**config.mk**
```make
export PLATFORM = sky130hd
export DESIGN_NAME = acsc_cfg_regs
export DESIGN_NICKNAME = d
export VERILOG_FILES = /design/src/rtl/acsc_pkg.sv /design/src/rtl/acsc_cfg_regs.sv
export SDC_FILE = /design/constraint.sdc
export NUM_CORES = 1
export LEC_CHECK = 0
export ABC_CLOCK_PERIOD_IN_PS = 2900
export BUFFER_PORTS_ARGS = -buffer_cell sky130_fd_sc_hd__buf_2
export CORE_ASPECT_RATIO = 1.75
export CORE_MARGIN = 3
export CORE_UTILIZATION = 30
export DETAILED_ROUTE_END_ITERATION = 6
export GPL_TIMING_DRIVEN = 0
export HOLD_SLACK_MARGIN = 0.1
export PLACE_DENSITY_LB_ADDON = 0.25
export REMOVE_ABC_BUFFERS = 1
export SLEW_MARGIN = 20
export SYNTH_ARGS = -nofsm -noshare
export SYNTH_HDL_FRONTEND = slang
export SYNTH_SLANG_ARGS = --single-unit
```
**constraint.sdc**
```tcl
create_clock -name clk_i -period 2.9 [get_ports clk_i]
set_clock_uncertainty 0.1 [all_clocks]
set_input_delay 0.435 -clock clk_i [delete_from_list [all_inputs] [get_ports clk_i]]
set_output_delay 0.435 -clock clk_i [all_outputs]
set_load 0.005 [all_outputs]
```
**src/rtl/acsc_pkg.sv**
```systemverilog
// ----------------------------------------------------------------------------
// acsc_pkg: shared types, constants and tables of the ARX counter cipher
// Word type, sequencer codes, quad unit command and the rotation and
// word-group tables used by the round sequencer.
// ----------------------------------------------------------------------------
`timescale 1ns / 1ps
`default_nettype none

package acsc_pkg;

  typedef logic [63:0] word_t;
  typedef word_t [3:0] word4_t;

  localparam int unsigned BlockBytes = 128;
  localparam int unsigned NumWords   = 16;

  // request action codes
  localparam logic ActRekey = 1'b0;
  localparam logic ActData  = 1'b1;

  // special word groups
  localparam logic [3:0] GrpKeyRow = 4'd12;

  typedef enum logic [3:0] {
    ST_IDLE,
    ST_INIT,
    ST_LOADQ,
    ST_RUN,
    ST_ANTI,
    ST_STOREQ,
    ST_SAVE,
    ST_LOADB,
    ST_CTR,
    ST_ADDB,
    ST_ADDK,
    ST_BYTE,
    ST_DONE
  } state_e;

  typedef enum logic [1:0] {
    PH_DERIVE,
    PH_B0,
    PH_BDIAG,
    PH_BMIX
  } phase_e;

  typedef enum logic [2:0] {
    Q_NOP,
    Q_LOAD,
    Q_HALF0,
    Q_HALF1,
    Q_ANTI_LO,
    Q_ANTI_HI
  } qop_e;

  typedef struct packed {
    qop_e       op;
    logic [1:0] slot;
    logic [5:0] rot;
    word_t      data;
  } qcmd_t;

  function automatic word_t key_const(logic [1:0] i);
    word_t k;
    case (i)
      2'd0:    k = 64'hbd5bc326d7b42f7b;
      2'd1:    k = 64'h7a73cb2b5b7c27c0;
      2'd2:    k = 64'h4d6af9625ec1db68;
      default: k = 64'h6828f43bfe0143bb;
    endcase
    return k;
  endfunction

  function automatic word_t rotl(word_t x, logic [5:0] r);
    return (x << r) | (x >> (7'd64 - {1'b0, r}));
  endfunction

  // rotation of the confuse rounds: round r, half h
  function automatic logic [5:0] conf_rot(logic [2:0] r, logic h);
    logic [11:0] p;
    case (r)
      3'd0:    p = {6'd28, 6'd31};
      3'd1:    p = {6'd22, 6'd25};
      3'd2:    p = {6'd16, 6'd19};
      3'd3:    p = {6'd11, 6'd13};
      3'd4:    p = {6'd5,  6'd8};
      default: p = {6'd3,  6'd4};
    endcase
    return h ? p[11:6] : p[5:0];
  endfunction

  // rotation of the mix rounds
  function automatic logic [5:0] mix_rot(logic [1:0] r, logic h);
    logic [11:0] p;
    case (r)
      2'd0:    p = {6'd23, 6'd31};
      2'd1:    p = {6'd7,  6'd15};
      default: p = {6'd3,  6'd5};
    endcase
    return h ? p[11:6] : p[5:0];
  endfunction

  // word index of slot s in group g: columns 0-3, diagonals 4-11, key row 12
  function automatic logic [3:0] grp_word(logic [3:0] g, logic [1:0] s);
    logic [15:0] d;
    logic [3:0]  w;
    case (g)
      4'd4:    d = 16'hFA50;
      4'd5:    d = 16'hC963;
      4'd6:    d = 16'hE871;
      4'd7:    d = 16'hDB42;
      4'd8:    d = 16'hDA70;
      4'd9:    d = 16'hE943;
      4'd10:   d = 16'hCB61;
      4'd11:   d = 16'hF852;
      default: d = 16'h0000;
    endcase
    if (g < 4'd4) begin
      w = {s, g[1:0]};
    end else if (g == GrpKeyRow) begin
      w = {2'b10, s};
    end else begin
      w = d[{s, 2'b00} +: 4];
    end
    return w;
  endfunction

endpackage

`default_nettype wire

```
**src/rtl/acsc_cfg_regs.sv**
```systemverilog
// ----------------------------------------------------------------------------
// acsc_cfg_regs: key and nonce register bank
// APB-style write/read of the eight 64-bit key and nonce words.
// ----------------------------------------------------------------------------
`timescale 1ns / 1ps
`default_nettype none

module acsc_cfg_regs (
  input  wire logic           clk_i,
  input  wire logic           rst_ni,
  input  wire logic           psel,
  input  wire logic           penable,
  input  wire logic           pwrite,
  input  wire logic [5:0]     paddr,
  input  wire logic [63:0]    pwdata,
  output logic [63:0]         prdata,
  output acsc_pkg::word4_t    key_o,
  output acsc_pkg::word4_t    nonce_o
);
  import acsc_pkg::*;

  word_t regs_q [8];
  logic  wr_en;

  assign wr_en = psel & penable & pwrite;

  // register writes, word index from the address
  always_ff @(posedge clk_i or negedge rst_ni) begin
    if (!rst_ni) begin
      for (int i = 0; i < 8; i++) regs_q[i] <= '0;
    end else if (wr_en) begin
      regs_q[paddr[5:3]] <= pwdata;
    end
  end

  assign prdata = regs_q[paddr[5:3]];

  always_comb begin
    for (int i = 0; i < 4; i++) begin
      key_o[i]   = regs_q[i];
      nonce_o[i] = regs_q[i + 4];
    end
  end

endmodule

`default_nettype wire

```
==> summary.txt, run 1 <==
Post-synthesis average cell area -> 17.2 sq um
Final Max Slew Viols -> 0
Clk pwr share -> 31.1%
Worst hold path type -> in -> reg
DR iter-0 viols -> 770
Switch share -> 28.2%
Cell count after synthesis -> 1322
H-Tree Level Count -> 2
Post-DRT Antenna Nets -> 0
Final nets -> 2124
Die area -> 79200 sq um
Clock sinks -> 512
P_int -> 15.5 mW
Crit path DAT -> 2.24 ns
Clock latency on the worst-skew pair -> 0.59 ns
Final period util -> 95.7%
PortBufs -> 647
Critical path endpoint category -> primary output
Row count -> 132
# DRC -> 0
CTS Root Buffer Type -> clkbuf_16
Overall Global Routing Usage -> 18.6%
Detailed Routing Iterations Pass 1 -> 4
Clock tree buffer depth -> 3
Hold Vio Cnt, Final -> 0
PD cells -> 711 nW/um^2
Initial antenna violation count -> 3
Number of distinct library cells after synthesis -> 22
Area leader, netlist -> dfrtp_1
Layout cells sized above 1 -> 69.7%
Number of global-route vias before repair -> 16700
P_leak -> 14.6 nW
Net switching power figure -> 6.07 mW
CTS Buf Count -> 50
Finished Core Util -> 40.7%
WL final -> 75500 um
WP buf/inv -> 3
Synth Cell Area -> 22700 sq um
Worst path cell trace -> buf_8, bufbuf_16, mux4_2, mux2_2, buf_2
DP Worst Slack -> -0.780 ns
Wire per inst -> 24.5 um
Routed vias -> 15200
Via/cell ratio -> 4.92
Die Height -> 370 um
Clock transition at path regs -> 0.06 ns
Peak Freq -> 360 MHz
Final Cell Area -> 30300 sq um
Maximum VDD drop -> 0.579 mV
Yosys top cell area share -> 56.4%
Multi-input gate area in the final layout -> 9540 sq um
CTS tree -> built
RSZ-0062 raised after global routing -> false
CP Max Fanout -> 31
Setup violations, final -> 0
DP Wirelength -> 54500 um
Worst slew margin -> 45.6%
Placed Cells -> 2934
Worst-Margin Slew -> 0.814 ns
Critical path class -> in -> out
Commonest non-fill, non-tap cell in the layout -> buf_2
GR Overflow Total -> 0
Yosys Warn Count -> 0
Non-filler cells, final -> 3088
WP data required -> 2.37 ns
Placed Area -> 27900 sq um
Initial Util -> 30.5%
Fill cells -> 7016
Sequential fraction of design power -> 45.0%
First-pass GRT wire length -> 113000 um
Crit-path max cell delay -> 0.55 ns
Crit start category -> primary input
Routability cong. -> 0.793
Io pins -> 651
Core ar. -> 74500 sq um
#FFs+latches synth -> 512
Max Cap Viol -> 0
Seq/Total Area, Yosys -> 56.4%
Final worst path period need -> 2.77 ns
Synth top area cells -> dfrtp_1, mux2_2, mux4_2
Run status -> completed
CP top delay family -> buffers and inverters
Comb pwr share -> 23.9%
Die width -> 214 um
Crit-path slowest cell -> mux4_2
FF/Latch Area -> 12800 sq um
Most frequent cells in the layout -> buf_2, mux2_2, dfrtp_1
Area delta synth->final -> 33.3%
Largest net degree at the start of global routing -> 99
Setup WS post-layout -> 0.125 ns
==> repair_timing <==
action / 4_1_cts / 5_1_grt
setup buffers: 1 / 0
gates resized for setup: 0 / 1
gates cloned: 1 / 1
pin swaps: 1 / 0
hold buffers: 65 / 0
endpoints found under the hold margin: 604 / 0
setup endpoints to repair: 11 / 2
==> power groups by stage <==
stage / Combinational [mW] / Clock [mW] / Sequential, mW
global route: 5.55 / 7.21 / 9.90
global placement: 5.07 / 0 / 9.72
finish: 5.14 / 6.70 / 9.69
detailed placement: 5.12 / 0 / 9.82
floorplan: 2.18 / 0 / 9.65
CTS: 5.23 / 6.94 / 9.70
==> synth_stat cells <==
cell type / instances
a31oi_1: 1
and2_1: 1
buf_2: 65
dfrtp_1: 512
nand4b_4: 1
inv_1: 1
mux4_2: 126
nand4_2: 1
nor2_1: 1
mux2_2: 547
o211ai_1: 1
buf_1: 8
nand2_1: 1
mux2_1: 28
nor4bb_1: 1
nand2b_1: 2
nor3_4: 2
a22oi_1: 1
mux2i_1: 2
o32a_1: 1
nor2_2: 6
clkbuf_1: 13
==> final timing paths <==
path	startpoint	end	slack [ns]	depth (start not counted)
setup / recovery	paddr[3]	prdata[56]	0.13	5
hold / removal	pwdata[20]	key_o[20]$_DFFE_PN0P_	0.15	2
setup reg to reg	nonce_o[124]$_DFFE_PN0P_	nonce_o[124]$_DFFE_PN0P_	1.97	1
hold reg to reg	nonce_o[50]$_DFFE_PN0P_	nonce_o[50]$_DFFE_PN0P_	0.41	1
max in group asynchronous	rst_ni	nonce_o[53]$_DFFE_PN0P_	0.62	6
min in group asynchronous	rst_ni	key_o[191]$_DFFE_PN0P_	0.37	3
==> per-stage QoR <==
step	power (mW)	TNS (ns)	hold WS, ns
5_1_grt	22.6	0	0.156
4_1_cts	21.9	0	0.132
3_3_place_gp	14.8	-7832.61	0.386
6_report	21.5	0	0.149
3_5_place_dp	14.9	-86.96	0.160
2_1_floorplan	11.8	-23.60	0.0394
==> routing by layer <==
layer | vias to the layer above | wire length (um) | share of wire (%) | global-route usage [%]
li1 | 6443 | - | - | -
met1 | 8106 | 29800 | 39 | 22.4
met2 | 564 | 38100 | 51 | 32.3
met3 | 88 | 5650 | 7.5 | 5.47
met4 | 0 | 1920 | 2.5 | 5.49
met5 | - | 0 | 0 | 0
==> cell type report <==
type / count / share of cell area (%)
diodes: 1 / 0.00826
clock buffers: 73 / 4.82
clock inverters: 12 / 0.640
inverters: 1 / 0.0124
multi-input cells: 723 / 31.5
flip-flops and latches: 512 / 42.3
well taps: 1005 / 4.15
repair buffers: 761 / 16.6
==> cell families (layout without fill, tap and decap cells) <==
group	count (synthesis)	after routing	synth area share [%]
multiplexers	703	703	41.1
other	0	1	0
buffers and inverters	87	847	1.79
AND/OR/NAND/NOR	16	16	0.628
AO/OA/AOI/OAI	4	4	0.138
flip-flops	512	512	56.4
==> registers in the layout, summed over array words and instances (netlist names) <==
register	count
key_o	256
nonce_o	256
(Power assumes the default switching activity.)
==> run 2: changes to the inputs <==
- CORE_AREA: not set -> 3 3 250 252
- CORE_ASPECT_RATIO: 1.75 -> not set
- CORE_MARGIN: 3 -> not set
- CORE_UTILIZATION: 30 -> not set
- DIE_AREA: not set -> 0 0 253 255
==> summary.txt, run 2 (same netlist as run 1, synthesis figures left out) <==
Run status -> completed
Ant. Diodes -> 0 (-1)
Routed vias -> 15300 (+0.43%)
Layout cells sized above 1 -> 70.0% (+0.26 points)
Metal3 WL -> 5400 um (-4.5%)
WL final -> 73800 um (-2.3%)
Setup WS post-layout -> 0.130 ns (+0.00451 ns)
Hold Vio Cnt, Final -> 0 (unchanged)
Critical path class -> in -> out
Area delta synth->final -> 33.8%
DR iter-0 viols -> 691 (-10%)
DP Wirelength -> 51900 um (-4.7%)
Total negative slack -> 0 ns (unchanged)
Final Cell Area -> 30400 sq um (+0.34%)
GR Overflow Total -> 0 (unchanged)
Initial antenna violation count -> 0 (-3)
Overall Global Routing Usage -> 22.1% (+3.5 points)
DP Worst Slack -> -0.521 ns (+0.259 ns)
Io pins -> 651 (unchanged)
First-pass GRT wire length -> 108000 um (-4.8%)
Met2 Wirelength -> 36300 um (-5.0%)
Wire per inst -> 25.6 um (+4.7%)
Tot Pwr -> 22.4 mW (+4.2%)
WP data required -> 2.37 ns (about the same)
Clock latency on the worst-skew pair -> 0.58 ns (about the same)
CTS Root Buffer Type -> clkbuf_16
CP Max Fanout -> 38 (+23%)
Worst r2r dst -> nonce_o[14]$_DFFE_PN0P_
Number of global-route vias before repair -> 16200 (-3.1%)
Die width -> 253 um (+18%)
Die area -> 64500 sq um (-19%)
Final period util -> 95.5% (-0.16 points)
Critical Path Start -> paddr[3]
P_leak -> 14.8 nW (+1.3%)
Placed Cells -> 2712 (-7.6%)
RSZ-0062 raised after global routing -> false
# DRC -> 0 (unchanged)
CTS tree -> built
Routability cong. -> 0.790 (-0.30%)
Maximum VDD drop -> 0.518 mV (-11%)
Finished Core Util -> 50.4% (+9.7 points)
Critical path endpoint category -> primary output
Clock sinks -> 512 (unchanged)
H-Tree Level Count -> 2 (unchanged)
Worst hold path type -> in -> async
Setup violations, final -> 0 (unchanged)
Fill cells -> 5173 (-26%)
Worst-Margin Slew -> 0.811 ns (-0.00278 ns)
PortBufs -> 647 (unchanged)
Detailed Routing Iterations Pass 1 -> 4 (unchanged)
Placed Area -> 27700 sq um (-0.91%)
Worst slew margin -> 45.9% (+0.36 points)
Reg-to-Reg Start -> nonce_o[14]$_DFFE_PN0P_
Reg2reg path depth -> 1 (unchanged)
Non-filler cells, final -> 2882 (-6.7%)
Max layer used -> met4
CTS Buf Count -> 56 (+12%)
Largest net degree at the start of global routing -> 101 (+2.0%)
Final nets -> 2132 (+0.38%)
Via/cell ratio -> 5.30 (+7.6%)
Max Cap Viol -> 0 (unchanged)
Most frequent cells in the layout -> buf_2, mux2_2, dfrtp_1
Final worst path period need -> 2.77 ns (-0.00451 ns)
Peak Freq -> 361 MHz (+0.16%)
Crit path DAT -> 2.24 ns (about the same)
Row count -> 90 (-32%)
Post-DRT Antenna Nets -> 0 (unchanged)
Final Max Slew Viols -> 0 (unchanged)
PD cells -> 738 nW/um^2 (+3.8%)
M1 wire length -> 29600 um (-0.70%)
Initial Util -> 37.7% (+7.1 points)
Hold slack final -> 0.168 ns (+0.0189 ns)
Register-to-register setup slack -> 1.95 ns (-0.02 ns)
Clock tree buffer depth -> 3 (unchanged)
Clock transition at path regs -> 0.06 ns (about the same)
Crit start category -> primary input
Commonest non-fill, non-tap cell in the layout -> buf_2
Die Height -> 255 um (-31%)
Core ar. -> 60400 sq um (-19%)
run 2: cell types whose count changed in the layout (fill, tap and decap cells not counted), sizes merged:
| cell | change |
|---|---|
| diode | -1 |
| clkbuf | +5 |
| clkinv | +7 |
| buf | +1 |
| bufinv | +5 |
run 2: worst max-delay path by stage:
stage / endpoint / slack, ns / cells after the start
final: prdata[11] / 0.13 / 6
after global routing: prdata[29] / 0.01 / 6
after global placement: nonce_o[72]$_DFFE_PN0P_ / -8.98 / 1
after detailed placement: key_o[91]$_DFFE_PN0P_ / -0.52 / 8
after CTS: prdata[28] / 0.004 / 6
after floorplan: nonce_o[0]$_DFFE_PN0P_ / -0.09 / 3
run 2: power by group:
group	total (mW)	internal, mW	switching [mW]
clock	7.59	4.69	2.91
combinational	5.18	3.01	2.18
sequential	9.66	8.55	1.10
total	22.4	16.2	6.18
run 2: final cells by class:
class / instances / area (sq um) / area share [%]
sequential: 512 / 12800 / 42.1
multi-input combinational: 723 / 9540 / 31.4
timing repair buffer: 763 / 5100 / 16.8
clock buffer: 77 / 1580 / 5.20
tap: 782 / 978 / 3.22
clock inverter: 24 / 387 / 1.27
inverter: 1 / 3.75 / 0.0123
run 2: worst max-delay path: stages:
cell    delay, ns
buf_12       0.27
buf_16       0.25
buf_16       0.27
mux4_2       0.54
mux2_2       0.29
buf_2        0.13
run 2: metal layers:
layer	GRT usage [%]	vias up
met5	0	-
met4	7.32	0
met3	6.26	141
met2	36.9	524
met1	28.0	8117
li1	-	6485
run 2: what timing repair did:
item,in CTS,in global routing
pin swaps,0,0
buffers inserted,0,0
resized for setup,2,0
endpoints found under the setup margin,29,19
cloned,2,2
endpoints found under the hold margin,680,0
hold buffers,65,0
==> run 3: changes to the inputs <==
- ABC_CLOCK_PERIOD_IN_PS: 2900 -> 3210
- clock period: 2.9 -> 3.21 ns (I/O delays scaled with it)
==> summary.txt, run 3 (same netlist as run 1, synthesis figures left out) <==
Multi-input gate area in the final layout -> 9540 sq um (unchanged)
First-pass GRT wire length -> 108000 um (-0.26%)
Switch share -> 27.6% (about the same)
Fill cells -> 5196 (+0.44%)
Overall Global Routing Usage -> 22.1% (-0.040 points)
Final nets -> 2110 (-1.0%)
Crit-path max cell delay -> 0.54 ns (about the same)
Die area -> 64500 sq um (unchanged)
Crit path DAT -> 2.43 ns (+0.19 ns)
Clock latency on the worst-skew pair -> 0.58 ns (about the same)
Worst path cell trace -> buf_12, buf_16, bufbuf_16, mux4_2, mux2_2, buf_2
Hold Vio Cnt, Final -> 0 (unchanged)
PortBufs -> 647 (unchanged)
Worst slew margin -> 46.2% (+0.32 points)
DP Wirelength -> 51900 um (unchanged)
H-Tree Level Count -> 2 (unchanged)
Crit start category -> primary input
Commonest non-fill, non-tap cell in the layout -> buf_2
Worst hold path type -> in -> reg
Post-DRT Antenna Nets -> 0 (unchanged)
Routed vias -> 15200 (-0.48%)
Comb pwr share -> 23.0% (about the same)
Critical path class -> in -> out
CP Max Fanout -> 37 (-2.6%)
Initial antenna violation count -> 2 (+2)
WP buf/inv -> 4 (unchanged)
Routability cong. -> 0.790 (unchanged)
PD cells -> 671 nW/um^2 (-9.1%)
WP data required -> 2.63 ns (+0.26 ns)
CTS Root Buffer Type -> clkbuf_16
WL final -> 73100 um (-0.86%)
Final worst path period need -> 3.01 ns
Crit-path slowest cell -> mux4_2
Number of global-route vias before repair -> 16100 (-0.46%)
Final period util -> 93.8%
Core ar. -> 60400 sq um (unchanged)
Detailed Routing Iterations Pass 1 -> 4 (unchanged)
Clk pwr share -> 33.9% (about the same)
Final Cell Area -> 30200 sq um (-0.80%)
Max Cap Viol -> 0 (unchanged)
Net switching power figure -> 5.58 mW (-9.8%)
Maximum VDD drop -> 0.467 mV (-9.7%)
GR Overflow Total -> 0 (unchanged)
Initial Util -> 37.7% (unchanged)
Run status -> completed
Global Route met3 Usage -> 6.44% (+0.18 points)
FF/Latch Area -> 12800 sq um (unchanged)
Via/cell ratio -> 5.31 (+0.25%)
# DRC -> 0 (unchanged)
Area delta synth->final -> 32.7%
RSZ-0062 raised after global routing -> false
CTS Buf Count -> 56 (unchanged)
Placed Area -> 27700 sq um (unchanged)
Clock tree buffer depth -> 3 (unchanged)
Most frequent cells in the layout -> buf_2, mux2_2, dfrtp_1
Placed Cells -> 2712 (unchanged)
GRT Max-Usage Layer -> met2
Routing usage on met2 -> 36.8% (-0.16 points)
Final Max Slew Viols -> 0 (unchanged)
Wire per inst -> 25.6 um (-0.13%)
Die width -> 253 um (unchanged)
Row count -> 90 (unchanged)
DR iter-0 viols -> 620 (-10%)
Layout cells sized above 1 -> 70.6% (+0.64 points)
CP top delay family -> buffers and inverters
Global routing met1 resource utilization -> 27.9% (-0.11 points)
Finished Core Util -> 50.0% (-0.40 points)
Sequential fraction of design power -> 43.1% (about the same)
CTS tree -> built
Largest net degree at the start of global routing -> 101 (unchanged)
Non-filler cells, final -> 2861 (-0.73%)
Setup violations, final -> 0 (unchanged)
Worst-Margin Slew -> 0.806 ns (-0.00480 ns)
Clock transition at path regs -> 0.06 ns (about the same)
Io pins -> 651 (unchanged)
Die Height -> 255 um (unchanged)
P_int -> 14.7 mW (-9.8%)
Critical path endpoint category -> primary output
Peak Freq -> 332 MHz
Clock sinks -> 512 (unchanged)
P_leak -> 14.7 nW (-0.69%)
Tot Pwr -> 20.2 mW (-9.8%)
## run 3: layout make-up
type / instances / share of cell area (%)
Sequential cell: 512 / 42.5
Multi-Input combinational cell: 723 / 31.6
Timing Repair Buffer: 741 / 16.1
Clock buffer: 77 / 5.24
Tap cell: 782 / 3.24
Clock inverter: 24 / 1.28
Inverter: 1 / 0.0124
Antenna cell: 1 / 0.00830
## run 3: metal layers
metal  vias up  wire, um
met5         -         7
met2       507     36000
met4         2      2410
met3       138      5360
li1       6447         -
met1      8099     29300
## run 3: worst paths after layout
check                                        startpoint                       end  slack (ns)  cells after the start
max in group asynchronous                        rst_ni  nonce_o[239]$_DFFE_PN0P_        1.21                      5
min in group asynchronous                        rst_ni   nonce_o[91]$_DFFE_PN0P_        0.21                      2
worst max register to register  nonce_o[14]$_DFFE_PN0P_   nonce_o[14]$_DFFE_PN0P_        2.25                      1
worst min-delay path                          pwdata[2]   nonce_o[66]$_DFFE_PN0P_        0.15                      2
worst min register to register  nonce_o[46]$_DFFE_PN0P_   nonce_o[46]$_DFFE_PN0P_        0.41                      1
worst max-delay path                           paddr[3]                prdata[11]        0.20                      6
## run 3: timing repair
item | in CTS | in global routing
resized for setup | 0 | 1
hold buffers | 45 | 0
endpoints found under the setup margin | 28 | 17
hold endpoints to repair | 395 | 0
buffers inserted | 0 | 0
cloned | 2 | 0
## run 3: power groups by stage
stage	Sequential [mW]	Combinational (mW)	Clock, mW
floorplan	8.72	1.97	0
global placement	8.73	4.58	0
detailed placement	8.82	4.65	0
CTS	8.72	4.73	7.03
global route	8.90	5.02	7.28
finish	8.72	4.65	6.86
## run 3: stage by stage
| stage | hold WS [ns] | setup WS (ns) | setup TNS (ns) |
|---|---|---|---|
| after global routing | 0.113 | 0.0603 | 0 |
| after floorplan | 0.0859 | 0.173 | 0 |
| final | 0.151 | 0.198 | 0 |
| after detailed placement | 0.227 | -0.257 | -7.04 |
| after global placement | 0.380 | -8.72 | -7427.97 |
| after CTS | 0.101 | 0.0211 | 0 |
